File: src/rtl/current_loop_iir_pwm_defines.svh
// Assertion macros for the current loop controller.
// Included by files that carry concurrent assertions; expects clk_i and rst_ni in scope.
`ifndef CURRENT_LOOP_IIR_PWM_DEFINES_SVH
`define CURRENT_LOOP_IIR_PWM_DEFINES_SVH

`ifndef SYNTHESIS
`define CLPWM_ASSERT(lbl, prop) \
  lbl: assert property (@(posedge clk_i) disable iff (!rst_ni) (prop)) \
    else $error("current_loop_iir_pwm: assertion failed");
`define CLPWM_ASSERT_IMPLY(lbl, ante, cons) \
  lbl: assert property (@(posedge clk_i) disable iff (!rst_ni) (ante) |-> (cons)) \
    else $error("current_loop_iir_pwm: implication failed");
`else
`define CLPWM_ASSERT(lbl, prop)
`define CLPWM_ASSERT_IMPLY(lbl, ante, cons)
`endif

`endif

File: src/rtl/clpwm_pkg.sv
// Shared widths, constants and control types of the current loop controller.
// No dependencies; used by clpwm_mac and current_loop_iir_pwm.
package clpwm_pkg;

  localparam int ADC_BITS_DEF = 12;

  localparam int DIGIT_W    = 4;
  localparam int COEF_W     = 16;
  localparam int NUM_DIGITS = COEF_W / DIGIT_W;
  localparam int CDIG_W     = $clog2(NUM_DIGITS);
  localparam int NUM_TAPS   = 8;
  localparam int TAP_W      = $clog2(NUM_TAPS);
  localparam int NUM_HIST   = 3;
  localparam int NUM_FBC    = 4;

  localparam int VOLT_W     = 32;
  localparam int VAL_W      = VOLT_W + 1;
  localparam int ACC_W      = 42;
  localparam int LOW_W      = COEF_W;
  localparam int FRAC_SHIFT = 12;
  localparam int RAW_W      = ACC_W + LOW_W - FRAC_SHIFT;

  localparam int PWM_SCALE_W = 32;
  localparam int PWM_DIGITS  = PWM_SCALE_W / DIGIT_W;
  localparam int CNT_W       = $clog2(PWM_DIGITS);
  localparam int PWM_OUT_W   = 16;

  localparam int DB_W     = 12;
  localparam int FBS_W    = 20;
  localparam int SAT_W    = 31;
  localparam int TOGGLE_W = 16;
  localparam int CFG_IDX_W = 4;
  localparam int CFG_DAT_W = 64;

  localparam logic [COEF_W-1:0] REF_COEF   = COEF_W'(1 << FRAC_SHIFT);
  localparam logic [ACC_W-1:0]  ROUND_INIT = ACC_W'(1 << (FRAC_SHIFT - 1));

  typedef enum logic [CFG_IDX_W-1:0] {
    REG_FB_COEFS, REG_DRV_COEFS, REG_REF_DRIVE, REG_DEADBAND,
    REG_FB_SCALE, REG_SAT_LIMIT, REG_PWM_SCALE, REG_TOGGLE
  } reg_idx_e;

  typedef struct packed {
    logic load;
    logic en;
    logic shift;
  } mac_ctrl_t;

endpackage

File: src/rtl/clpwm_mac.sv
// Digit-serial multiply-accumulate: one signed weight digit per cycle while enabled.
// Shift-right accumulator; low bits leave into a shift register. Uses clpwm_pkg.
module clpwm_mac
  import clpwm_pkg::*;
(
  input  logic                     clk_i,
  input  mac_ctrl_t                ctrl_i,
  input  logic [ACC_W-1:0]         init_i,
  input  logic signed [VAL_W-1:0]  val_i,
  input  logic signed [DIGIT_W:0]  dig_i,
  output logic signed [ACC_W-1:0]  acc_o,
  output logic [LOW_W-1:0]         low_o
);

  localparam int PROD_W = VAL_W + DIGIT_W + 1;

  logic signed [PROD_W-1:0] prod;
  logic signed [ACC_W-1:0]  sum;
  logic signed [ACC_W-1:0]  acc_q;
  logic [LOW_W-1:0]         low_q;

  assign prod = PROD_W'(val_i) * PROD_W'(dig_i);
  assign sum  = acc_q + ACC_W'(prod);

  always_ff @(posedge clk_i) begin
    if (ctrl_i.load) begin
      acc_q <= $signed(init_i);
      low_q <= '0;
    end else if (ctrl_i.en) begin
      if (ctrl_i.shift) begin
        acc_q <= sum >>> DIGIT_W;
        low_q <= {sum[DIGIT_W-1:0], low_q[LOW_W-1:DIGIT_W]};
      end else begin
        acc_q <= sum;
      end
    end
  end

  assign acc_o = acc_q;
  assign low_o = low_q;

endmodule

File: src/rtl/current_loop_iir_pwm.sv
// Current loop difference-equation controller with saturated PWM output.
// Top level; uses clpwm_pkg, clpwm_mac and current_loop_iir_pwm_defines.svh.
//
// One ADC item per control tick. The first item after reset is stored as the zero
// offset and gives no result; the block is free again on the next cycle. Every later
// item is worked through in full before the block can take the next one: the offset,
// dead band and feedback scale, then the shared 33x5-bit digit multiplier (eight taps,
// reference included, times four 4-bit coefficient digits), then rounding and clamping,
// the magnitude, eight PWM digits through the same multiplier and the hand-over.
// The result sits in an output register, so a stalled result does not block the
// next item; the controller only waits at hand-over if the previous one is still held.
// Configuration writes are always taken.
`include "current_loop_iir_pwm_defines.svh"

module current_loop_iir_pwm
  import clpwm_pkg::*;
#(
  parameter int ADC_BITS = ADC_BITS_DEF
) (
  input  logic                  clk_i,
  input  logic                  rst_ni,
  input  logic                  in_valid_i,
  output logic                  in_stall_o,
  input  logic [ADC_BITS-1:0]   adc_code_i,
  output logic                  out_valid_o,
  input  logic                  out_stall_i,
  output logic [PWM_OUT_W-1:0]  pwm_compare_o,
  output logic                  direction_o,
  output logic                  deadband_hit_o,
  output logic signed [VOLT_W-1:0] drive_volts_o,
  input  logic                  cfg_valid_i,
  output logic                  cfg_ready_o,
  input  logic [CFG_IDX_W-1:0]  cfg_index_i,
  input  logic [CFG_DAT_W-1:0]  cfg_data_i
);

  localparam int DW = ADC_BITS + 1;

  typedef enum logic [2:0] {
    ST_IDLE, ST_PREP, ST_MAC, ST_CLAMP, ST_ABS, ST_PWM, ST_DONE
  } state_e;

  // configuration
  logic [NUM_FBC*COEF_W-1:0]  fb_coefs_q;
  logic [NUM_HIST*COEF_W-1:0] drv_coefs_q;
  logic signed [VOLT_W-1:0]   ref_drive_q;
  logic [DB_W-1:0]            deadband_q;
  logic [FBS_W-1:0]           fb_scale_q;
  logic [SAT_W-1:0]           sat_limit_q;
  logic [PWM_SCALE_W-1:0]     pwm_scale_q;
  logic [TOGGLE_W-1:0]        toggle_q;

  // controller state
  state_e                   state_q;
  logic [TAP_W-1:0]         tap_q;
  logic [CNT_W-1:0]         dig_q;
  logic                     cal_q;
  logic [ADC_BITS-1:0]      zero_q;
  logic [TOGGLE_W-1:0]      tick_q;
  logic                     ref_neg_q;
  logic                     ref_neg_item_q;
  logic signed [VOLT_W-1:0] drv_hist_q [NUM_HIST];
  logic signed [VOLT_W-1:0] fb_hist_q [NUM_HIST];
  logic                     out_valid_q;

  // item payload
  logic [ADC_BITS-1:0]      code_q;
  logic signed [VOLT_W-1:0] fb0_q;
  logic                     hit_q;
  logic signed [VOLT_W-1:0] drive_q;
  logic [VOLT_W-2:0]        mag_q;
  logic [PWM_OUT_W-1:0]     pwm_q;
  logic                     dir_q;
  logic                     hit_out_q;
  logic signed [VOLT_W-1:0] volts_q;

  logic                     in_fire;
  logic                     out_fire;
  logic [TOGGLE_W-1:0]      tick_inc;

  logic signed [DW-1:0]     diff;
  logic [DW-1:0]            diff_mag;
  logic                     hit_d;
  logic signed [63:0]       fb_prod;
  logic [32:0]              fb_prod_hi;
  logic signed [VOLT_W-1:0] fb_sat;
  logic signed [VOLT_W-1:0] fb0_d;

  logic signed [VAL_W-1:0]  ref_ext;
  logic signed [VAL_W-1:0]  tap_val [NUM_TAPS];
  logic [COEF_W-1:0]        tap_coef [NUM_TAPS];
  logic [COEF_W-1:0]        cur_coef;
  logic [DIGIT_W-1:0]       coef_dig;
  logic                     coef_msb;

  mac_ctrl_t                mac_ctrl;
  logic [ACC_W-1:0]         mac_init;
  logic signed [VAL_W-1:0]  mac_val;
  logic signed [DIGIT_W:0]  mac_dig;
  logic signed [ACC_W-1:0]  mac_acc;
  logic [LOW_W-1:0]         mac_low;

  logic signed [RAW_W-1:0]  drive_raw;
  logic signed [RAW_W-1:0]  lim_pos;
  logic signed [VOLT_W-1:0] lim_volts;
  logic signed [VOLT_W-1:0] drive_d;
  logic [PWM_OUT_W-1:0]     pwm_d;

  assign in_stall_o  = (state_q != ST_IDLE);
  assign in_fire     = in_valid_i && !in_stall_o;
  assign out_fire    = (state_q == ST_DONE) && (!out_valid_q || !out_stall_i);
  assign cfg_ready_o = 1'b1;
  assign tick_inc    = tick_q + TOGGLE_W'(1);

  // feedback sample
  assign diff       = $signed({1'b0, code_q}) - $signed({1'b0, zero_q});
  assign diff_mag   = diff[DW-1] ? DW'(-diff) : DW'(diff);
  assign hit_d      = 32'(diff_mag) < 32'(deadband_q);
  assign fb_prod    = 64'(diff) * 64'($signed({1'b0, fb_scale_q}));
  assign fb_prod_hi = fb_prod[63:31];

  always_comb begin
    if (fb_prod_hi == '0 || fb_prod_hi == '1) begin
      fb_sat = fb_prod[VOLT_W-1:0];
    end else if (fb_prod[63]) begin
      fb_sat = {1'b1, {(VOLT_W-1){1'b0}}};
    end else begin
      fb_sat = {1'b0, {(VOLT_W-1){1'b1}}};
    end
    fb0_d = hit_d ? '0 : fb_sat;
  end

  // tap values and weights
  assign ref_ext = VAL_W'(ref_drive_q);

  always_comb begin
    tap_val[0]  = ref_neg_item_q ? -ref_ext : ref_ext;
    tap_coef[0] = REF_COEF;
    for (int i = 0; i < NUM_HIST; i++) begin
      tap_val[1+i]  = VAL_W'(drv_hist_q[i]);
      tap_coef[1+i] = drv_coefs_q[i*COEF_W +: COEF_W];
    end
    for (int i = 0; i < NUM_FBC; i++) begin
      tap_val[1+NUM_HIST+i]  = (i == 0) ? VAL_W'(fb0_q) : VAL_W'(fb_hist_q[(i > 0) ? i-1 : 0]);
      tap_coef[1+NUM_HIST+i] = fb_coefs_q[i*COEF_W +: COEF_W];
    end
  end

  assign cur_coef = tap_coef[tap_q];
  assign coef_dig = cur_coef[dig_q[CDIG_W-1:0]*DIGIT_W +: DIGIT_W];
  assign coef_msb = (dig_q[CDIG_W-1:0] == CDIG_W'(NUM_DIGITS-1)) ? cur_coef[COEF_W-1] : 1'b0;

  always_comb begin
    mac_ctrl = '0;
    mac_init = ROUND_INIT;
    mac_val  = tap_val[tap_q];
    mac_dig  = $signed({coef_msb, coef_dig});
    case (state_q)
      ST_PREP: begin
        mac_ctrl.load = 1'b1;
      end
      ST_MAC: begin
        mac_ctrl.en    = 1'b1;
        mac_ctrl.shift = (tap_q == TAP_W'(NUM_TAPS-1));
      end
      ST_CLAMP: begin
        mac_ctrl.load = 1'b1;
        mac_init      = '0;
      end
      ST_PWM: begin
        mac_ctrl.en    = 1'b1;
        mac_ctrl.shift = 1'b1;
        mac_val        = $signed({{(VAL_W-VOLT_W+1){1'b0}}, mag_q});
        mac_dig        = $signed({1'b0, pwm_scale_q[dig_q*DIGIT_W +: DIGIT_W]});
      end
      default: begin
        mac_ctrl = '0;
      end
    endcase
  end

  clpwm_mac u_mac (
    .clk_i  (clk_i),
    .ctrl_i (mac_ctrl),
    .init_i (mac_init),
    .val_i  (mac_val),
    .dig_i  (mac_dig),
    .acc_o  (mac_acc),
    .low_o  (mac_low)
  );

  // round, clamp, PWM saturation
  assign drive_raw = $signed({mac_acc, mac_low[LOW_W-1:FRAC_SHIFT]});
  assign lim_pos   = $signed(RAW_W'(sat_limit_q));
  assign lim_volts = $signed({1'b0, sat_limit_q});

  always_comb begin
    if (drive_raw > lim_pos) begin
      drive_d = lim_volts;
    end else if (drive_raw < -lim_pos) begin
      drive_d = -lim_volts;
    end else begin
      drive_d = drive_raw[VOLT_W-1:0];
    end
    pwm_d = (|mac_acc[ACC_W-1:PWM_OUT_W]) ? '1 : mac_acc[PWM_OUT_W-1:0];
  end

  // configuration registers
  always_ff @(posedge clk_i or negedge rst_ni) begin
    if (!rst_ni) begin
      fb_coefs_q  <= '0;
      drv_coefs_q <= '0;
      ref_drive_q <= '0;
      deadband_q  <= DB_W'(12);
      fb_scale_q  <= FBS_W'(53);
      sat_limit_q <= '1;
      pwm_scale_q <= '0;
      toggle_q    <= '1;
    end else if (cfg_valid_i && cfg_ready_o) begin
      case (reg_idx_e'(cfg_index_i))
        REG_FB_COEFS:  fb_coefs_q  <= cfg_data_i[NUM_FBC*COEF_W-1:0];
        REG_DRV_COEFS: drv_coefs_q <= cfg_data_i[NUM_HIST*COEF_W-1:0];
        REG_REF_DRIVE: ref_drive_q <= $signed(cfg_data_i[VOLT_W-1:0]);
        REG_DEADBAND:  deadband_q  <= cfg_data_i[DB_W-1:0];
        REG_FB_SCALE:  fb_scale_q  <= cfg_data_i[FBS_W-1:0];
        REG_SAT_LIMIT: sat_limit_q <= cfg_data_i[SAT_W-1:0];
        REG_PWM_SCALE: pwm_scale_q <= cfg_data_i[PWM_SCALE_W-1:0];
        REG_TOGGLE:    toggle_q    <= cfg_data_i[TOGGLE_W-1:0];
        default: ;
      endcase
    end
  end

  // sequencer
  always_ff @(posedge clk_i or negedge rst_ni) begin
    if (!rst_ni) begin
      state_q        <= ST_IDLE;
      tap_q          <= '0;
      dig_q          <= '0;
      cal_q          <= 1'b1;
      zero_q         <= '0;
      tick_q         <= '0;
      ref_neg_q      <= 1'b0;
      ref_neg_item_q <= 1'b0;
      out_valid_q    <= 1'b0;
      pwm_q          <= '0;
      dir_q          <= 1'b0;
      hit_out_q      <= 1'b0;
      volts_q        <= '0;
      for (int i = 0; i < NUM_HIST; i++) begin
        drv_hist_q[i] <= '0;
        fb_hist_q[i]  <= '0;
      end
    end else begin
      if (out_valid_q && !out_stall_i && !out_fire) begin
        out_valid_q <= 1'b0;
      end
      case (state_q)
        ST_IDLE: begin
          if (in_fire) begin
            ref_neg_item_q <= ref_neg_q;
            if (tick_inc >= toggle_q) begin
              tick_q    <= '0;
              ref_neg_q <= !ref_neg_q;
            end else begin
              tick_q <= tick_inc;
            end
            if (cal_q) begin
              cal_q  <= 1'b0;
              zero_q <= adc_code_i;
              for (int i = 0; i < NUM_HIST; i++) begin
                drv_hist_q[i] <= '0;
                fb_hist_q[i]  <= '0;
              end
            end else begin
              state_q <= ST_PREP;
            end
          end
        end
        ST_PREP: begin
          tap_q   <= '0;
          dig_q   <= '0;
          state_q <= ST_MAC;
        end
        ST_MAC: begin
          if (tap_q == TAP_W'(NUM_TAPS-1)) begin
            tap_q <= '0;
            if (dig_q == CNT_W'(NUM_DIGITS-1)) begin
              dig_q   <= '0;
              state_q <= ST_CLAMP;
            end else begin
              dig_q <= dig_q + CNT_W'(1);
            end
          end else begin
            tap_q <= tap_q + TAP_W'(1);
          end
        end
        ST_CLAMP: begin
          for (int i = NUM_HIST-1; i > 0; i--) begin
            drv_hist_q[i] <= drv_hist_q[i-1];
            fb_hist_q[i]  <= fb_hist_q[i-1];
          end
          drv_hist_q[0] <= drive_d;
          fb_hist_q[0]  <= fb0_q;
          state_q       <= ST_ABS;
        end
        ST_ABS: begin
          dig_q   <= '0;
          state_q <= ST_PWM;
        end
        ST_PWM: begin
          if (dig_q == CNT_W'(PWM_DIGITS-1)) begin
            dig_q   <= '0;
            state_q <= ST_DONE;
          end else begin
            dig_q <= dig_q + CNT_W'(1);
          end
        end
        ST_DONE: begin
          if (out_fire) begin
            out_valid_q <= 1'b1;
            pwm_q       <= pwm_d;
            dir_q       <= !drive_q[VOLT_W-1];
            hit_out_q   <= hit_q;
            volts_q     <= drive_q;
            state_q     <= ST_IDLE;
          end
        end
        default: begin
          state_q <= ST_IDLE;
        end
      endcase
    end
  end

  // payload registers
  always_ff @(posedge clk_i) begin
    if (in_fire) begin
      code_q <= adc_code_i;
    end
    if (state_q == ST_PREP) begin
      fb0_q <= fb0_d;
      hit_q <= hit_d;
    end
    if (state_q == ST_CLAMP) begin
      drive_q <= drive_d;
    end
    if (state_q == ST_ABS) begin
      mag_q <= (VOLT_W-1)'(drive_q[VOLT_W-1] ? -drive_q : drive_q);
    end
  end

  assign out_valid_o    = out_valid_q;
  assign pwm_compare_o  = pwm_q;
  assign direction_o    = dir_q;
  assign deadband_hit_o = hit_out_q;
  assign drive_volts_o  = volts_q;

  `CLPWM_ASSERT(a_out_from_done, $rose(out_valid_o) |-> $past(state_q == ST_DONE))
  `CLPWM_ASSERT_IMPLY(a_prep_after_cal, state_q == ST_PREP, !cal_q)
  `CLPWM_ASSERT_IMPLY(a_drive_clamped, state_q == ST_ABS, (drive_q <= lim_volts) && (drive_q >= -lim_volts))
  `CLPWM_ASSERT_IMPLY(a_mac_digit_range, state_q == ST_MAC, dig_q < CNT_W'(NUM_DIGITS))

endmodule

File: config.mk
export PLATFORM = sky130hd
export DESIGN_NAME = current_loop_iir_pwm
export DESIGN_NICKNAME = d
export VERILOG_FILES = /design/src/rtl/clpwm_pkg.sv /design/src/rtl/clpwm_mac.sv /design/src/rtl/current_loop_iir_pwm.sv
export VERILOG_INCLUDE_DIRS = /design/src /design/src/rtl
export SDC_FILE = /design/constraint.sdc
export NUM_CORES = 2
export LEC_CHECK = 0
export ABC_AREA = 1
export BUFFER_PORTS_ARGS = -buffer_cell sky130_fd_sc_hd__buf_2
export CAP_MARGIN = 0
export CORE_MARGIN = 2
export CORE_UTILIZATION = 40
export DETAILED_ROUTE_END_ITERATION = 16
export PLACE_DENSITY_LB_ADDON = 0.15
export SLEW_MARGIN = 20
export SYNTH_ARGS = -nofsm -noshare
export SYNTH_HDL_FRONTEND = slang
export SYNTH_SLANG_ARGS = --single-unit
File: constraint.sdc
create_clock -name clk_i -period 8 [get_ports clk_i]
set_clock_uncertainty 0.2 [all_clocks]
set_input_delay 1.2 -clock clk_i [delete_from_list [all_inputs] [get_ports clk_i]]
set_output_delay 1.2 -clock clk_i [all_outputs]
set_load 0.01 [all_outputs]
* After elaboration in Yosys (flattened, before gate mapping)
Cells that the tools add are included.
Storage, ports and cells: flip-flop bits (word level) 704, bits in latches 0, bits in writable memories 0, ROM bits 0, input port bits 85, output and inout bits 53, logic and storage cells 162, memories 0
Operators by class: add/subtract/negate cells 10, multiply operators 2, divide/modulo/power cells 0, order comparisons 5, equal/unequal tests 25, shift-type cells 2, multiplexer cells 44, bitwise gates (word level) 1, reductions and logical operators 39
Operators with widths (number):
- one-hot mux 96 bit (2 select lines) | 2
- 2-to-1 mux 96 bit | 2
- 2-to-1 mux 33 bit | 4
- 2-to-1 mux 32 bit | 4
- binary-select mux 33 bit (select 3 bit) | 1
- 2-to-1 mux 42 bit | 2
- 2-to-1 mux 16 bit | 4
- binary-select mux 16 bit (select 3 bit) | 1
- > comparator 46 x 32 -> 1 bit | 1
- < comparator 46 bit | 1
- negator 31 -> 46 bit | 1
- adder 42 x 38 -> 42 bit | 1
- 2-to-1 mux 41 bit | 1
- multiplier 33 x 5 -> 38 bit | 1
- multiplier 13 x 21 -> 34 bit | 1
- == test 33 bit, second input constant | 1
- logical NOT 33 bit | 1
- negator 32 -> 33 bit | 1
- negator 31 -> 32 bit | 1
- variable part select 32 x 6 -> 4 bit | 1
- 2-to-1 mux 31 bit | 1
- negator 31 bit | 1
- 2-to-1 mux 3 bit | 10
- OR reduction 26 bit | 1
- other kinds (36) | 83

* Logic depth before layout (Yosys ltp)
depth in word-level cells 11, depth in mapped cells 40, depth with buffers taken out 38

* Modules after synthesis
From an unflattened synthesis, not the netlist that was laid out.
Second synthesis, totals: cell total of the unflattened synthesis 6996, area total of the unflattened synthesis 54174.5 um^2
Modules (own cells, without submodules):
- current_loop_iir_pwm | times used 1, cells an instance 5462, area each 43272.8 um^2, seq. area each 16773.6 um^2
- clpwm_mac | times used 1, cells an instance 1534, area each 10901.7 um^2, seq. area each 1581.5 um^2

* Least setup slack after synthesis
No wires, ideal clock.
kind flip-flop to flip-flop, from register code_q[0], to register fb0_q[1], data pin, arrival time 6.678 ns, data required time 7.550 ns, path slack 0.872 ns, stages on the path, launching flop included 39, path buffers 2, path through edfxtp_1 > inv_1 > ha_1 > inv_1 > fa_1 > nand3_1 > nand2_1 > nand2_1 > nand2_1 > nand2_1 > nand2_1 > inv_1 > clkbuf_1 > nand2_1 > fa_1 > fa_1 > inv_1 > fa_1 > [3 not listed] > fa_1 > inv_1 > ha_1 > a21oi_1 > nor2_1 > nor2_1 > nand3_1 > nand3_1 > nand2_1 > nand2_1 > nand2_1 > nand2_1 > nand2_1 > buf_4 > nand2_1 > nand2_1 > nand2_1 > inv_1
Between the ends: longest elaborated chain between the ends 5
Ends and longest elaborated chain:
- from (decl) | RTL line current_loop_iir_pwm.sv:67 | logic [ADC_BITS-1:0] code_q;
- from (signal assigned) | RTL line current_loop_iir_pwm.sv:339 | code_q <= adc_code_i;
- subtractor 12 x 12 -> 13 bit * | RTL line current_loop_iir_pwm.sv:116 | assign diff = $signed({1'b0, code_q}) - $signed({1'b0, zero_q});
- multiplier 13 x 21 -> 34 bit | RTL line current_loop_iir_pwm.sv:119 | assign fb_prod = 64'(diff) * 64'($signed({1'b0, fb_scale_q}));
- == test 33 bit or logical NOT 33 bit (tied branches) | RTL line current_loop_iir_pwm.sv:123 | if (fb_prod_hi == '0 || fb_prod_hi == '1) begin
- logical OR 1 bit | RTL line current_loop_iir_pwm.sv:123
- 2-to-1 mux 32 bit | RTL line current_loop_iir_pwm.sv:123
- to (signal assigned) | RTL line current_loop_iir_pwm.sv:342 | fb0_q <= fb0_d;
- to (decl) | RTL line current_loop_iir_pwm.sv:68 | logic signed [VOLT_W-1:0] fb0_q;
Every way passes the cells marked *; elsewhere a longest branch is shown, timed or not. A chain may end at the register's enable or synchronous reset.

* Worst setup path after layout
from register code_q[0], to register fb0_q[29], data pin
The elaborated chain is that of the path after synthesis.

==> reports/qor.tcl <==
set qor(yosys_register_bits) 692
set qor(critical-path-max-stage-delay_ps) 560
set qor(synth.top_cells.by_area) {sky130_fd_sc_hd__dfrtp_1 23%, sky130_fd_sc_hd__fa_1 13%, sky130_fd_sc_hd__nand2_1 11%}
set qor(hold_viol_final) 0
set qor(endpoint_kind) {flip-flop}
set qor(grt_usage_pct) 26.5
set qor(critPathRequiredTime_ps) 8220
set qor(cts_post_setup_buffers_inserted) 0
set qor(synth_ff_type) {sky130_fd_sc_hd__dfrtp_1}
set qor(first_global_vias) 44500
set qor(postRouteWirelength_mm) 179
set qor(critPathArrivalTime_ps) 7720
set qor(transition_time_at_the_pin_with_the_least_slew_margin_ps) 1090
set qor(post-synth-top-count-cell) {sky130_fd_sc_hd__nand2_1}
set qor(netlist.top_cell.by_area) {sky130_fd_sc_hd__dfrtp_1}
set qor(ys_warn_count) 0
set qor(rr_startpoint) {code_q[0]$_DFFE_PP_}
set qor(gpl.final_weighted_congestion) 0.936
set qor(timing.rr.end) {fb0_q[29]$_SDFFCE_PP0P_}
set qor(fp.dieH_um) 368
set qor(start_util_pct) 40.3
set qor(first_pass_grt_wire_length_mm) 275
set qor(cts_tree) {done}
set qor(cts_root_buf) {sky130_fd_sc_hd__clkbuf_16}
set qor(final_cell_utilization_of_the_core_pct) 44.2
set qor(netlist_area_um2) 53100
set qor(slew_headroom_pct) 27.5
set qor(floorplan.rows) 133
set qor(drive_gt1_share_pct) 7.67
set qor(grt_setup_unrepaired) {no}
set qor(dp.final_hpwl_mm) 137
set qor(grt_antenna_before_repair) 6
set qor(ys_types) 64
set qor(timing.critical_path.slowest_stage_cell) {sky130_fd_sc_hd__fa_1}
set qor(routed-via-count) 45100
set qor(die_area_um2) 136000
set qor(critPathCapture) {fb0_q[29]$_SDFFCE_PP0P_}
set qor(detail-route-antenna-nets) 0
set qor(worst_r2r_path_depth) 35
set qor(r2r_setup_slack_ps) 500
set qor(flow.area_growth_from_synthesis_pct) 9.62
set qor(drt-wirelength-per-cell_um) 21.0
set qor(seq_area_frac_synth_pct) 34.1
set qor(via_per_inst) 5.31
set qor(cell_occurring_most_often_along_the_worst_timing_path) {sky130_fd_sc_hd__nand2_1}
set qor(clock.fmax_mhz) 133
set qor(period_share_pct) 93.7
set qor(synthArstFlopShare_pct) 77.7
set qor(cp_num_cells) 35
set qor(setup-tns-final_ps) 0
set qor(cp_top_family) {adder cells}
set qor(clock_latency_ps) 700
set qor(timing.hold.worst.class) {flip-flop to flip-flop}
set qor(drt_iter0_drc) 4291
set qor(antenna-diode-count) 0
set qor(clock_tree.htree_level_count) 3
set qor(layout_min_cycle_time_ps) 7500
set qor(syn_inst) 6666
set qor(cts.hold.buffers_added) 0
set qor(critical_path_peak_fanout) 31
set qor(crit_path_start) {code_q[0]$_DFFE_PP_}
set qor(avgSynthCellArea_um2) 7.96
set qor(nFillCells) 13400
set qor(run_status) {finished, final reports clean}
set qor(timing.critical_path.from_type) {flip-flop}
set qor(largest_net_degree_at_the_start_of_global_routing) 179
set qor(ys_top_cells_by_count) {1557 x sky130_fd_sc_hd__nand2_1, 952 x sky130_fd_sc_hd__inv_1, 597 x sky130_fd_sc_hd__o21ai_0}
set qor(clk_pin_slew_ps) 60
set qor(cap_violations) 0
set qor(worst_hold_path.num_cells) 1
set qor(clkSinkCount) 692
set qor(global_route.overflow_total) 0
set qor(final_setup_fails) 0
set qor(io-pin-count) 138
set qor(finalNetCount) 7427
set qor(setup.worst_path.class) {flip-flop to flip-flop}
set qor(port_buffers) 136
set qor(synth_edf_count) 150
set qor(core_region_area_um2) 132000
set qor(cp_num_buf_inv) 8
set qor(remaining_drc_errors) 0
set qor(synth_fp_nets) 7421
set qor(max-clock-path-buffers) 3
set qor(initial_drt_pass_iterations) 6
set qor(netlist.area_leader.share_pct) 22.8
set qor(cts_buffers) 83
set qor(drv_slew) 0
set qor(floorplan.die.width_um) 368
-- per-stage QoR --
stage	worst slack [ps]	hold WS, ps	instances	cell area (µm²)
3_3_place_gp	452	261	8342	55400
3_5_place_dp	285	266	8342	55400
4_1_cts	260	278	8497	58100
6_report	502	272	8497	58200
5_1_grt	20.4	291	8497	58200
2_1_floorplan	872	218	6666	53100
-- layer usage --
layer	vias up	wire length, µm	track usage (%)
met4	0	5600	7.86
li1	21400	-	-
met3	222	11600	3.93
met1	22100	84700	39.4
met5	-	0	0
met2	1396	76700	39.6
-- worst register-to-register path, delay by kind of cell (launching register included) --
family / cells / cell delay (ps)
buf+inv: 8 / 780
compound gates: 1 / 190
fa+ha+maj: 9 / 3940
simple gates: 17 / 1730
flops: 1 / 380
-- cells in the final DEF, fill, tap and decap left out, types with 68 or more instances in the layout --
| cell type | instances |
|---|---|
| sky130_fd_sc_hd__a21oi_1 | 314 |
| sky130_fd_sc_hd__buf_2 | 135 |
| sky130_fd_sc_hd__buf_4 | 68 |
| sky130_fd_sc_hd__clkbuf_16 | 86 |
| sky130_fd_sc_hd__dfrtp_1 | 481 |
| sky130_fd_sc_hd__edfxtp_1 | 150 |
| sky130_fd_sc_hd__fa_1 | 348 |
| sky130_fd_sc_hd__ha_1 | 322 |
| sky130_fd_sc_hd__inv_1 | 952 |
| sky130_fd_sc_hd__nand2_1 | 1554 |
| sky130_fd_sc_hd__nand3_1 | 347 |
| sky130_fd_sc_hd__nor2_1 | 586 |
| sky130_fd_sc_hd__o21ai_0 | 597 |
| sky130_fd_sc_hd__o22ai_1 | 80 |
| sky130_fd_sc_hd__xor2_1 | 120 |
-- cell type report --
type / instances / area, µm² / area share [%]
clock buffer: 120 / 2360 / 4.06
clock inverter: 35 / 370 / 0.637
inverter: 980 / 3680 / 6.33
multi-input combinational: 4700 / 30000 / 51.6
sequential: 692 / 18100 / 31.2
tap: 1755 / 2200 / 3.77
timing repair buffer: 215 / 1410 / 2.42
-- how the worst min path moves through the flow --
stage / start / endpoint
floorplan: hit_q$_DFFE_PP_ / deadband_hit_o$_DFFE_PN0P_
global placement: fb_coefs_q[34]$_DFFE_PN0P_ / fb_coefs_q[34]$_DFFE_PN0P_
detailed placement: ref_neg_q$_DFFE_PN0P_ / ref_neg_q$_DFFE_PN0P_
CTS: ref_neg_q$_DFFE_PN0P_ / ref_neg_q$_DFFE_PN0P_
global route: drv_hist_q[64]$_DFFE_PN0P_ / drv_hist_q[64]$_DFFE_PN0P_
finish: ref_neg_q$_DFFE_PN0P_ / ref_neg_q$_DFFE_PN0P_
-- logic make-up after synthesis --
group | synth area share (%)
AND/OR/NAND/NOR | 21.1
flip-flops | 34.1
XOR/XNOR | 2.45
buffers and inverters | 9.43
multiplexers | 0.361
other | 0.00707
adder cells (fa/ha/maj) | 20.7
AO/OA/AOI/OAI | 11.8
-- repair_timing --
action | 4_1_cts | 5_1_grt
endpoints found under the setup margin | 0 | 31
gates resized for setup | 0 | 11
endpoints found under the hold margin | 0 | 0
-- state kept, by name, summed over array words and instances, names as in the netlist, 16 cells and up --
register       flops
fb0_q             32
toggle_q          16
drv_hist_q        96
drive_q           32
sat_limit_q       31
ref_drive_q       32
pwm_scale_q       32
tick_q            16
mag_q             31
fb_coefs_q        64
pwm_compare_o     16
drv_coefs_q       48
drive_volts_o     32
fb_scale_q        20
u_mac.acc_o       42
fb_hist_q         96
Power is not shown: default switching activity piles up to over one toggle a cycle in this logic, so the estimate is an artifact.
